==> src/sv/bib_pkg.sv <==
// ----------------------------------------------------------------------------
// bib_pkg
// Shared constants, types and command/status bundles of the bucket index
// builder.
// ----------------------------------------------------------------------------
package bib_pkg;

  localparam int RUN_DEPTH = 16;
  localparam int KeyW = 32;
  localparam int PosW = 32;
  localparam int CountW = 32;
  localparam int ThrW = 5;
  localparam int RunCountW = 6;
  localparam logic [RunCountW-1:0] RunCountMax = '1;
  localparam int BufAw = (RUN_DEPTH > 1) ? $clog2(RUN_DEPTH) : 1;
  localparam logic [ThrW-1:0] ThrReset = ThrW'(16);

  localparam logic KIND_ENTRY = 1'b0;
  localparam logic KIND_FILL  = 1'b1;

  typedef enum logic [1:0] {
    EMIT_FILL,
    EMIT_ENTRY,
    EMIT_OFFSET
  } emit_sel_t;

  typedef struct packed {
    logic      load_in;
    logic      write_entry;
    logic      clear_set;
    logic      idx_clr;
    logic      emit;
    emit_sel_t emit_sel;
    logic      emit_eor;
  } cmd_t;

  typedef struct packed {
    logic changed;
    logic kept;
    logic fill_needed;
    logic second_emits;
    logic last_entry;
    logic slot_free;
    logic fin;
  } sts_t;

endpackage

==> src/sv/bib_ctrl.sv <==
// ----------------------------------------------------------------------------
// bib_ctrl
// Sequencer: takes one transaction, closes the open run if the key changed,
// writes the entry, closes the run again on the final entry.
// ----------------------------------------------------------------------------
module bib_ctrl (
  input  logic          clk,
  input  logic          rst,
  input  logic          in_valid,
  output logic          in_stall,
  input  bib_pkg::sts_t sts,
  output bib_pkg::cmd_t cmd
);
  import bib_pkg::*;

  typedef enum logic [2:0] {
    S_IDLE,
    S_CHECK,
    S_CLOSE,
    S_FILL,
    S_ENTRY,
    S_OFFSET,
    S_WRITE,
    S_FINISH
  } state_t;

  state_t state, state_next;
  logic   phase_b, phase_b_next;

  always_comb begin
    state_next   = state;
    phase_b_next = phase_b;
    cmd          = '0;
    cmd.emit_sel = EMIT_FILL;
    case (state)
      S_IDLE: begin
        if (in_valid) begin
          cmd.load_in = 1'b1;
          state_next  = S_CHECK;
        end
      end
      S_CHECK: begin
        if (sts.changed) begin
          phase_b_next = 1'b0;
          state_next   = S_CLOSE;
        end else begin
          state_next = S_WRITE;
        end
      end
      S_CLOSE: begin
        cmd.idx_clr = 1'b1;
        if (!sts.kept) begin
          state_next = phase_b ? S_FINISH : S_WRITE;
        end else if (sts.fill_needed) begin
          state_next = S_FILL;
        end else begin
          state_next = S_ENTRY;
        end
      end
      S_FILL: begin
        if (sts.slot_free) begin
          cmd.emit     = 1'b1;
          cmd.emit_sel = EMIT_FILL;
          state_next   = S_ENTRY;
        end
      end
      S_ENTRY: begin
        if (sts.slot_free) begin
          cmd.emit     = 1'b1;
          cmd.emit_sel = EMIT_ENTRY;
          if (sts.last_entry) begin
            state_next = S_OFFSET;
          end
        end
      end
      S_OFFSET: begin
        if (sts.slot_free) begin
          cmd.emit     = 1'b1;
          cmd.emit_sel = EMIT_OFFSET;
          cmd.emit_eor = phase_b || !sts.second_emits;
          state_next   = phase_b ? S_FINISH : S_WRITE;
        end
      end
      S_WRITE: begin
        cmd.write_entry = 1'b1;
        if (sts.fin) begin
          phase_b_next = 1'b1;
          state_next   = S_CLOSE;
        end else begin
          state_next = S_IDLE;
        end
      end
      S_FINISH: begin
        cmd.clear_set = 1'b1;
        state_next    = S_IDLE;
      end
      default: begin
        state_next = S_IDLE;
      end
    endcase
  end

  always_ff @(posedge clk) begin
    if (rst) begin
      state   <= S_IDLE;
      phase_b <= 1'b0;
    end else begin
      state   <= state_next;
      phase_b <= phase_b_next;
    end
  end

  assign in_stall = (state != S_IDLE);

endmodule

==> src/sv/bib_datapath.sv <==
// ----------------------------------------------------------------------------
// bib_datapath
// Run state, run buffer, threshold register and the result register.
// ----------------------------------------------------------------------------
module bib_datapath (
  input  logic                       clk,
  input  logic                       rst,
  input  bib_pkg::cmd_t              cmd,
  output bib_pkg::sts_t              sts,
  input  logic [bib_pkg::KeyW-1:0]   key,
  input  logic [bib_pkg::PosW-1:0]   position,
  input  logic                       strand_bit,
  input  logic                       final_entry,
  input  logic                       cfg_we,
  input  logic [bib_pkg::ThrW-1:0]   cfg_wdata,
  output logic                       out_valid,
  input  logic                       out_stall,
  output logic                       kind,
  output logic [bib_pkg::KeyW-1:0]   first_key,
  output logic [bib_pkg::KeyW-1:0]   last_key,
  output logic [bib_pkg::CountW-1:0] offset,
  output logic [bib_pkg::PosW-1:0]   out_position,
  output logic                       out_strand,
  output logic                       end_of_run
);
  import bib_pkg::*;

  function automatic logic run_kept(logic [RunCountW-1:0] cnt, logic [ThrW-1:0] thr);
    return (cnt != '0) && ((cnt - RunCountW'(1)) < RunCountW'(thr));
  endfunction

  logic [KeyW-1:0]      in_key;
  logic [PosW-1:0]      in_pos;
  logic                 in_strand;
  logic                 in_fin;
  logic [ThrW-1:0]      max_run_extra;
  logic [KeyW-1:0]      current_key;
  logic                 have_run;
  logic [RunCountW-1:0] run_count;
  logic [CountW-1:0]    entry_count;
  logic [KeyW:0]        next_fill_key;
  logic [RunCountW-1:0] idx;
  logic [PosW:0]        run_buffer [RUN_DEPTH];

  logic [ThrW-1:0]      thr;
  logic                 restart;
  logic [RunCountW-1:0] new_count;
  logic [RunCountW-1:0] wr_idx;
  logic                 slot_free;

  always_comb begin
    thr = (max_run_extra > ThrW'(RUN_DEPTH)) ? ThrW'(RUN_DEPTH) : max_run_extra;
    restart = !have_run || (in_key != current_key);
    if (restart) begin
      new_count = RunCountW'(1);
    end else if (run_count == RunCountMax) begin
      new_count = run_count;
    end else begin
      new_count = run_count + RunCountW'(1);
    end
    wr_idx    = restart ? '0 : run_count;
    slot_free = !out_valid || !out_stall;

    sts.changed      = have_run && (in_key != current_key);
    sts.kept         = run_kept(run_count, thr);
    sts.fill_needed  = next_fill_key < {1'b0, current_key};
    sts.second_emits = in_fin && run_kept(new_count, thr);
    sts.last_entry   = (idx + RunCountW'(1)) == run_count;
    sts.slot_free    = slot_free;
    sts.fin          = in_fin;
  end

  always_ff @(posedge clk) begin
    if (cmd.load_in) begin
      in_key    <= key;
      in_pos    <= position;
      in_strand <= strand_bit;
      in_fin    <= final_entry;
    end
  end

  always_ff @(posedge clk) begin
    if (cmd.write_entry && (wr_idx < RunCountW'(RUN_DEPTH))) begin
      run_buffer[wr_idx[BufAw-1:0]] <= {in_pos, in_strand};
    end
  end

  always_ff @(posedge clk) begin
    if (rst) begin
      max_run_extra <= ThrReset;
    end else if (cfg_we) begin
      max_run_extra <= cfg_wdata;
    end
  end

  always_ff @(posedge clk) begin
    if (rst) begin
      current_key   <= '0;
      have_run      <= 1'b0;
      run_count     <= '0;
      entry_count   <= '0;
      next_fill_key <= '0;
      idx           <= '0;
    end else begin
      if (cmd.idx_clr) begin
        idx <= '0;
      end
      if (cmd.write_entry) begin
        current_key <= in_key;
        have_run    <= 1'b1;
        run_count   <= new_count;
      end
      if (cmd.emit && (cmd.emit_sel == EMIT_ENTRY)) begin
        entry_count <= entry_count + CountW'(1);
        idx         <= idx + RunCountW'(1);
      end
      if (cmd.emit && (cmd.emit_sel == EMIT_OFFSET)) begin
        next_fill_key <= {1'b0, current_key} + (KeyW+1)'(1);
      end
      if (cmd.clear_set) begin
        have_run      <= 1'b0;
        run_count     <= '0;
        entry_count   <= '0;
        next_fill_key <= '0;
      end
    end
  end

  always_ff @(posedge clk) begin
    if (rst) begin
      out_valid <= 1'b0;
    end else if (cmd.emit) begin
      out_valid <= 1'b1;
    end else if (!out_stall) begin
      out_valid <= 1'b0;
    end
  end

  always_ff @(posedge clk) begin
    if (cmd.emit) begin
      end_of_run <= cmd.emit_eor;
      offset     <= entry_count;
      case (cmd.emit_sel)
        EMIT_FILL: begin
          kind         <= KIND_FILL;
          first_key    <= next_fill_key[KeyW-1:0];
          last_key     <= current_key - KeyW'(1);
          out_position <= '0;
          out_strand   <= 1'b0;
        end
        EMIT_ENTRY: begin
          kind         <= KIND_ENTRY;
          first_key    <= '0;
          last_key     <= '0;
          out_position <= run_buffer[idx[BufAw-1:0]][PosW:1];
          out_strand   <= run_buffer[idx[BufAw-1:0]][0];
        end
        EMIT_OFFSET: begin
          kind         <= KIND_FILL;
          first_key    <= current_key;
          last_key     <= current_key;
          out_position <= '0;
          out_strand   <= 1'b0;
        end
        default: begin
          kind         <= KIND_FILL;
          first_key    <= '0;
          last_key     <= '0;
          out_position <= '0;
          out_strand   <= 1'b0;
        end
      endcase
    end
  end

endmodule

==> src/sv/bucket_index_builder_with_filter.sv <==
// ----------------------------------------------------------------------------
// bucket_index_builder_with_filter
// Builds a bucketed index from key-sorted entries, dropping oversized runs.
// Each transaction is taken only in idle; in_stall stays high until the
// block has handled it. A key change first closes the open run: a kept run
// emits an optional fill, one result per entry and an offset result, each
// waiting while the output is stalled; a dropped run emits nothing. A final
// entry also closes its own run after it is written.
// Synchronous reset clears control state; threshold returns to 16.
// ----------------------------------------------------------------------------
module bucket_index_builder_with_filter (
  input  logic                       clk,
  input  logic                       rst,
  input  logic                       in_valid,
  output logic                       in_stall,
  input  logic [bib_pkg::KeyW-1:0]   key,
  input  logic [bib_pkg::PosW-1:0]   position,
  input  logic                       strand_bit,
  input  logic                       final_entry,
  input  logic                       cfg_we,
  input  logic [bib_pkg::ThrW-1:0]   cfg_wdata,
  output logic                       out_valid,
  input  logic                       out_stall,
  output logic                       kind,
  output logic [bib_pkg::KeyW-1:0]   first_key,
  output logic [bib_pkg::KeyW-1:0]   last_key,
  output logic [bib_pkg::CountW-1:0] offset,
  output logic [bib_pkg::PosW-1:0]   out_position,
  output logic                       out_strand,
  output logic                       end_of_run
);
  import bib_pkg::*;

  cmd_t cmd;
  sts_t sts;

  bib_ctrl u_ctrl (
    .clk      (clk),
    .rst      (rst),
    .in_valid (in_valid),
    .in_stall (in_stall),
    .sts      (sts),
    .cmd      (cmd)
  );

  bib_datapath u_datapath (
    .clk          (clk),
    .rst          (rst),
    .cmd          (cmd),
    .sts          (sts),
    .key          (key),
    .position     (position),
    .strand_bit   (strand_bit),
    .final_entry  (final_entry),
    .cfg_we       (cfg_we),
    .cfg_wdata    (cfg_wdata),
    .out_valid    (out_valid),
    .out_stall    (out_stall),
    .kind         (kind),
    .first_key    (first_key),
    .last_key     (last_key),
    .offset       (offset),
    .out_position (out_position),
    .out_strand   (out_strand),
    .end_of_run   (end_of_run)
  );

endmodule
==> config.mk <==
export PLATFORM = sky130hd
export DESIGN_NAME = bucket_index_builder_with_filter
export DESIGN_NICKNAME = d
export VERILOG_FILES = /design/src/sv/bib_pkg.sv /design/src/sv/bib_ctrl.sv /design/src/sv/bib_datapath.sv /design/src/sv/bucket_index_builder_with_filter.sv
export SDC_FILE = /design/constraint.sdc
export NUM_CORES = 1
export LEC_CHECK = 0
export ABC_CLOCK_PERIOD_IN_PS = 9000
export BUFFER_PORTS_ARGS = -buffer_cell sky130_fd_sc_hd__buf_2
export CAP_MARGIN = 20
export CORE_UTILIZATION = 30
export DETAILED_ROUTE_END_ITERATION = 10
export PLACE_DENSITY = 0.44
export SKIP_CTS_REPAIR_TIMING = 1
export SYNTH_ARGS = -nofsm -noshare
export SYNTH_HDL_FRONTEND = slang
export SYNTH_SLANG_ARGS = --single-unit
==> constraint.sdc <==
create_clock -name clk -period 9 [get_ports clk]
set_input_delay 0.9 -clock clk [delete_from_list [all_inputs] [get_ports clk]]
set_output_delay 0.9 -clock clk [all_outputs]
set_load 0.05 [all_outputs]
# After elaboration in Yosys (flattened, before gate mapping)
# Memory sizes are Yosys's and may differ from the RTL's. A register that Yosys moved wholly into a read port is not among the register bits.
# Index checks and enable logic that the tools add are counted.
# W data, S select, Z words.
totals:
  ramBits: 528
  n_memories: 1
  elab_cells: 114
  out_inout_bits: 133
  ff_bits: 284
  in_bits: 76
memory_table:
  columns: ["memory", "words", "word_bits", "read_ports", "rd_clocked_by_memory_dff", "wr", "line_no", "rtl"]
  rows:
  - ["u_datapath.run_buffer", 16, 33, 1, 1, 1, "bib_datapath.sv:43", "logic [PosW:0] run_buffer [RUN_DEPTH];"]
op_classes:
  reduce_logical: 26
  n_mux: 36
  add_sub_neg: 7
  eq_ne: 20
  n_lt_le_gt_ge: 5
ops:
  columns: ["operator", "count"]
  rows:
  - ["$pmux W32 S2", 2]
  - ["$add A32 B1 Y33 const B", 1]
  - ["$lt A33 B32 Y1", 1]
  - ["$add A32 B1 Y32 const B", 1]
  - ["$ne A32 B32 Y1", 1]
  - ["$sub A32 B1 Y32 const B", 1]
  - ["$mux W3", 10]
  - ["$mux W6", 5]
  - ["$pmux W3 S8", 1]
  - ["$mux W1", 13]
  - ["$add A6 B1 Y6 const B", 2]
  - ["$eq A3 B3 Y1 const B", 4]
  - ["$lt A6 B5 Y1", 2]
  - ["$reduce_bool A6 Y1", 2]
  - ["$sub A6 B1 Y6 const B", 2]
  - ["$ne A2 B1 Y1 const B", 5]
  - ["$pmux W3 S3", 1]
  - ["$logic_and A1 B1 Y1", 7]
  - ["$eq A3 B2 Y1 const B", 2]
  - ["$eq A6 B6 Y1", 1]
  - ["$eq A6 B6 Y1 const B", 1]
  - ["$lt A6 B5 Y1 const B", 1]
  - ["$ne A2 B2 Y1 const B", 3]
  - ["$gt A5 B5 Y1 const B", 1]
  - ["other kinds (17)", 24]

# Longest topological paths before layout
logic_depth:
  depth_word: 14
  ltp_mapped: 16
  ltp_nobuf: 15

# Cells and area by module
# A second synthesis with hierarchy kept.
unflattened:
  cells_unflattened: 2077
  hier_area_um2: 34438.0
modules_own_cells:
  columns: ["module", "seq_area_each_um2", "area_each_um2", "cells_each", "n_inst"]
  rows:
  - ["bib_datapath", 24093.1, 34045.2, 2028, 1]
  - ["bib_ctrl", 80.1, 392.9, 49, 1]

# Least setup slack after synthesis
# OpenSTA, ideal clock, no wires.
synth_path:
  path_kind: "input -> register"
  from: "input out_stall"
  to: "register u_datapath.end_of_run, enable pin"
  path_buffers: 0
  setup_slack_ps: 1791
  cell_stages: 2
  required_ps: 8377
  arrival_time_ps: 6586
  setup_ps: 623
  cell_sequence: "and2_0 nor2_1"
synth_lines:
  columns: ["item", "line_no", "rtl"]
  rows:
  - ["from (decl)", "bucket_index_builder_with_filter.sv:23", "input logic out_stall,"]
  - ["to (signal assigned)", "bib_datapath.sv:141", "end_of_run <= cmd.emit_eor;"]
  - ["to (decl)", "bib_datapath.sv:24", "output logic end_of_run"]

# Worst setup path in the final report
layout_path:
  from: "register u_datapath.current_key[2]"
  to: "register u_datapath.end_of_run, data pin"
layout_between:
  elab_chain_len: 9
  elab_cells_between_ends: 10
  cone_classes: "add/sub (1); order compare (1); eq/ne (1); mux (1); reduce/logical (6)"
layout_rtl:
  columns: ["item", "line_no", "rtl"]
  rows:
  - ["from (decl)", "bib_datapath.sv:37", "logic [KeyW-1:0] current_key;"]
  - ["from (signal assigned)", "bib_datapath.sv:109", "current_key <= in_key;"]
  - ["$ne A32 B32 Y1 *", "bib_datapath.sv:53", "restart = !have_run || (in_key != current_key);"]
  - ["$logic_or A1 B1 Y1 *", "bib_datapath.sv:53", null]
  - ["$mux W6 *", "bib_datapath.sv:54", "if (restart) begin"]
  - ["$sub A6 B1 Y6", "bib_datapath.sv:29", "return (cnt != '0) && ((cnt - RunCountW'(1)) < RunCountW'(thr));"]
  - ["$lt A6 B5 Y1", "bib_datapath.sv:29", null]
  - ["$logic_and A1 B1 Y1 *", "bib_datapath.sv:29", null]
  - ["$logic_and A1 B1 Y1 *", "bib_datapath.sv:67", "sts.second_emits = in_fin && run_kept(new_count, thr);"]
  - ["$logic_not A1 Y1 *", "bib_ctrl.sv:80", "cmd.emit_eor = phase_b || !sts.second_emits;"]
  - ["$logic_or A1 B1 Y1 *", "bib_ctrl.sv:80", null]
# Every way passes the cells marked *; elsewhere a longest branch is shown, timed or not.
# A chain may end at the register's enable or synchronous reset.

==> summary.txt <==
Global routing
  – Largest net degree at the start of global routing: 102
  – Initial antenna violation count: 7
  – Tot GR Track Use: 0.153
  – Total gr overflow: 0
  – Vias in the first global route: 19.8k
  – Global-route wire length before repair: between 100000 and 150000 um

Synth
  – Async SR Flop Fraction: 0
  – Unique masters post-synth: 73
  – Syn_nets: roughly 2.2k
  – Synth Cell Area: 34300 um^2
  – Yosys reg bits: 845
  – Synth top area cells: edfxtp_1, mux4_2, dfxtp_1
  – Gate Count Post-Synth: around 2.1k
  – EDFF count, synth: 725
  – Mapped Avg Cell Area: about 16 um^2
  – Synth Flop Type: edfxtp_1
  – Synth top area share: 0.634
  – Post-synthesis sequential area ratio: 0.704
  – Yosys top cell by area: edfxtp_1
  – Yosys warnings: 0

Die
  – Core Rows: approximately 120
  – Die X: 340 um
  – Die Area: 116000 um^2
  – Core ar.: 113000 um^2
  – Io pins: around 210
  – Die Span Y: 340 um
  – Initial Util: 0.304

Timing
  – Worst slew margin: 0.354
  – Final setup viols: 0
  – Period minus WS final: 3.92 ns
  – Max Slew Vio Count: 0
  – Final setup TNS: 0 ns
  – Final Cycle Share: 0.436
  – Unrepaired setup endpoints after global routing: no
  – Max Freq: 255 MHz
  – Clk_skew: 0.0306 ns
  – Setup ws final: just over 5 ns
  – Worst-Margin Slew: 0.960 ns
  – Hold Vio Cnt, Final: 0

Hold path
  – Hold path endpoint: u_datapath.in_pos[18]$_DFFE_PP_
  – Hold Crit Class: in2reg
  – Min-Delay Startpoint: position[18]
  – WHS Path Cells: 1

Setup path
  – CP endpoint kind: flop
  – Crit Path Category: reg2reg
  – Setup crit start kind: flop
  – Critical Path AT: 4.32 ns
  – Data required time of the critical path: 9.40 ns
  – R2R depth: 11
  – RR Endpoint: u_datapath.end_of_run$_SDFFCE_PN0P_
  – Reg2Reg Setup Slack: 5.08 ns
  – R2r startpoint: u_datapath.current_key[2]$_SDFFE_PP0P_
  – Worst-path maximum fanout: 12

Routing
  – Iteration-0 DRC Markers: 1477
  – WL final: 88900 um
  – # DRC: 0
  – WL/cell: between 20 and 25 um
  – Post-route antenna net violation count: 0
  – Avg Vias per Cell: 4.85
  – Pre-antenna DRT Iters: 5
  – Vias after detailed routing: 18.9k

Placed design
  – Port bufs: 208
  – DP Wirelength: between 50000 and 60000 um
  – GP Congestion: 0.816
  – DP Worst Slack: a little under 5 ns

Clock network
  – CTS HTree Levels: 3
  – Clk_lat worst skew: 0.68 ns
  – Clk root buf: clkbuf_16
  – TritonCTS Buffers: 95
  – CTS Sinks: roughly 850
  – Worst-path clk slew: 0.06 ns
  – CTS tree: yes
  – CTS max path bufs: 3

Power and ir drop
  – Leakage: roughly 0.013 uW
  – Worst vdd ir: 0.000178 V
  – Power Density: 280 nW/um^2

Flow run
  – Max-cap viol count: 0

Finish
  – Final nets: 2445
  – Layout cells sized above 1: 0.250
  – Area grow syn2layout: 17.2%
  – Ant. Diodes: 0
  – Final Core Density: 0.356
  – Area taken by multi-input logic gates: 9480 um^2
  – Sequential cell area: 24200 um^2
  – Fillers: 10.8k

Status
  – Status: finished, final reports clean
==> routing by layer <==
layer	share of wire	track usage
met1	0.43	0.200
met2	0.49	0.257
met3	0.048	0.0279
met4	0.029	0.0515
met5	0.00036	0
==> area by class of cell <==
type | count | share of cell area
Clock buffer | 132 | 0.0640
Tap cell | 1500 | 0.0466
Timing Repair Buffer | 249 | 0.0345
Clock inverter | 46 | 0.0139
Multi-Input combinational cell | 1081 | 0.236
Sequential cell | 845 | 0.601
Inverter | 49 | 0.00457
==> report_power, final <==
| group | leakage, uW | switching [uW] | internal (uW) |
|---|---|---|---|
| clock | 0.00150 | 1610 | 2270 |
| combinational | 0.00407 | 1630 | 698 |
| sequential | 0.00756 | 283 | 4780 |
| total | 0.0131 | 3520 | 7750 |
==> Yosys cell counts (10+ instances only) <==
cell type and n:
buf_2 14, xnor2_1 50, clkbuf_1 85, inv_1 48
nor3_1 36, buf_1 10, nand3_1 44, a21oi_1 93
a21o_1 10, dfxtp_1 120, mux4_2 165, nor2_1 117
o211ai_1 13, edfxtp_1 725, nand2_1 168, a211oi_1 16
clkbuf_8 10, and3_1 43, nor4_1 13, and4_1 10
ha_1 48, o21ai_0 41, or3_1 18, nand4_1 28
o31ai_1 15, xor2_1 57
==> worst max-delay path, stage by stage (launching register included) <==
cell	delay [ns]
dfxtp_1	0.60
xor2_1	0.17
nor4_1	0.30
nand4_1	0.29
nor3_2	0.72
nand2b_1	0.22
ha_1	0.29
xnor2_1	0.14
ha_1	0.18
or4_1	0.49
a31oi_1	0.17
o22ai_1	0.09
==> stage by stage <==
stage          hold WS, ns  instances  total power (uW)  cell area, um^2
6_report             0.386       3902             11300            40300
5_1_grt              0.343       3902             11800            40300
4_1_cts              0.329       3899             11400            40200
3_5_place_dp         0.438       3721              7520            37100
3_3_place_gp         0.440       3721              7510            37100
2_1_floorplan        0.428       2103              6760            34300
==> flip-flops by register name, summed over array words and instances, names as in the netlist, 3 cells and up <==
name / flops
u_datapath.run_buffer: 528
u_datapath.next_fill_key: 33
u_datapath.current_key: 32
u_datapath.entry_count: 32
u_datapath.first_key: 32
u_datapath.in_key: 32
u_datapath.in_pos: 32
u_datapath.last_key: 32
u_datapath.offset: 32
u_datapath.out_position: 32
u_datapath.idx: 6
u_datapath.run_count: 6
u_datapath.max_run_extra: 5
u_ctrl.state: 3
==> worst max path at each step <==
| stage | end | startpoint | cells past startpoint | slack [ns] |
|---|---|---|---|---|
| 2_1_floorplan | u_datapath.end_of_run$_SDFFCE_PN0P_ | out_stall | 2 | 1.79 |
| 3_3_place_gp | u_datapath.run_buffer[3][8]$_DFFE_PP_ | u_datapath.current_key[21]$_SDFFE_PP0P_ | 8 | 5.01 |
| 3_5_place_dp | u_datapath.run_buffer[3][3]$_DFFE_PP_ | u_datapath.current_key[2]$_SDFFE_PP0P_ | 8 | 4.93 |
| 4_1_cts | u_datapath.run_buffer[3][8]$_DFFE_PP_ | u_datapath.current_key[2]$_SDFFE_PP0P_ | 8 | 4.95 |
| 5_1_grt | u_datapath.end_of_run$_SDFFCE_PN0P_ | u_datapath.current_key[2]$_SDFFE_PP0P_ | 11 | 4.75 |
| 6_report | u_datapath.end_of_run$_SDFFCE_PN0P_ | u_datapath.current_key[2]$_SDFFE_PP0P_ | 11 | 5.08 |
==> kinds of logic (layout without fill, tap and decap cells) <==
kind of cell / Yosys count / after routing / share of synthesized area
AOI/OAI and AO/OA: 224 / 224 / 0.0394
xor gates and xnor gates: 108 / 108 / 0.0279
adders and majority gates: 48 / 48 / 0.0175
buffers and inverters: 177 / 476 / 0.0242
DFF: 845 / 845 / 0.704
muxes: 176 / 176 / 0.111
and+or+nand+nor: 525 / 525 / 0.0756
==> cell usage in the layout (no fill, tap or decap), drive strengths merged, types with 5 or more instances in the layout <==
cell type    n
a211oi      16
o31ai       15
or4          7
a31oi        9
ha          48
nor3        38
and3        43
xnor2       50
edfxtp     725
nand2b       7
nand2      168
mux2i        9
xor2        57
nand3       46
a21oi       93
buf        249
o21ai       42
dfxtp      120
and2         5
clkinv      28
inv         51
or2          6
o21a         5
and4        11
nor4        16
bufinv       9
nor2       120
o211ai      13
or3         21
a21o        10
nand4       30
mux4       165
clkinvlp     7
clkbuf     132
Power figures use the tool's default switching activity.
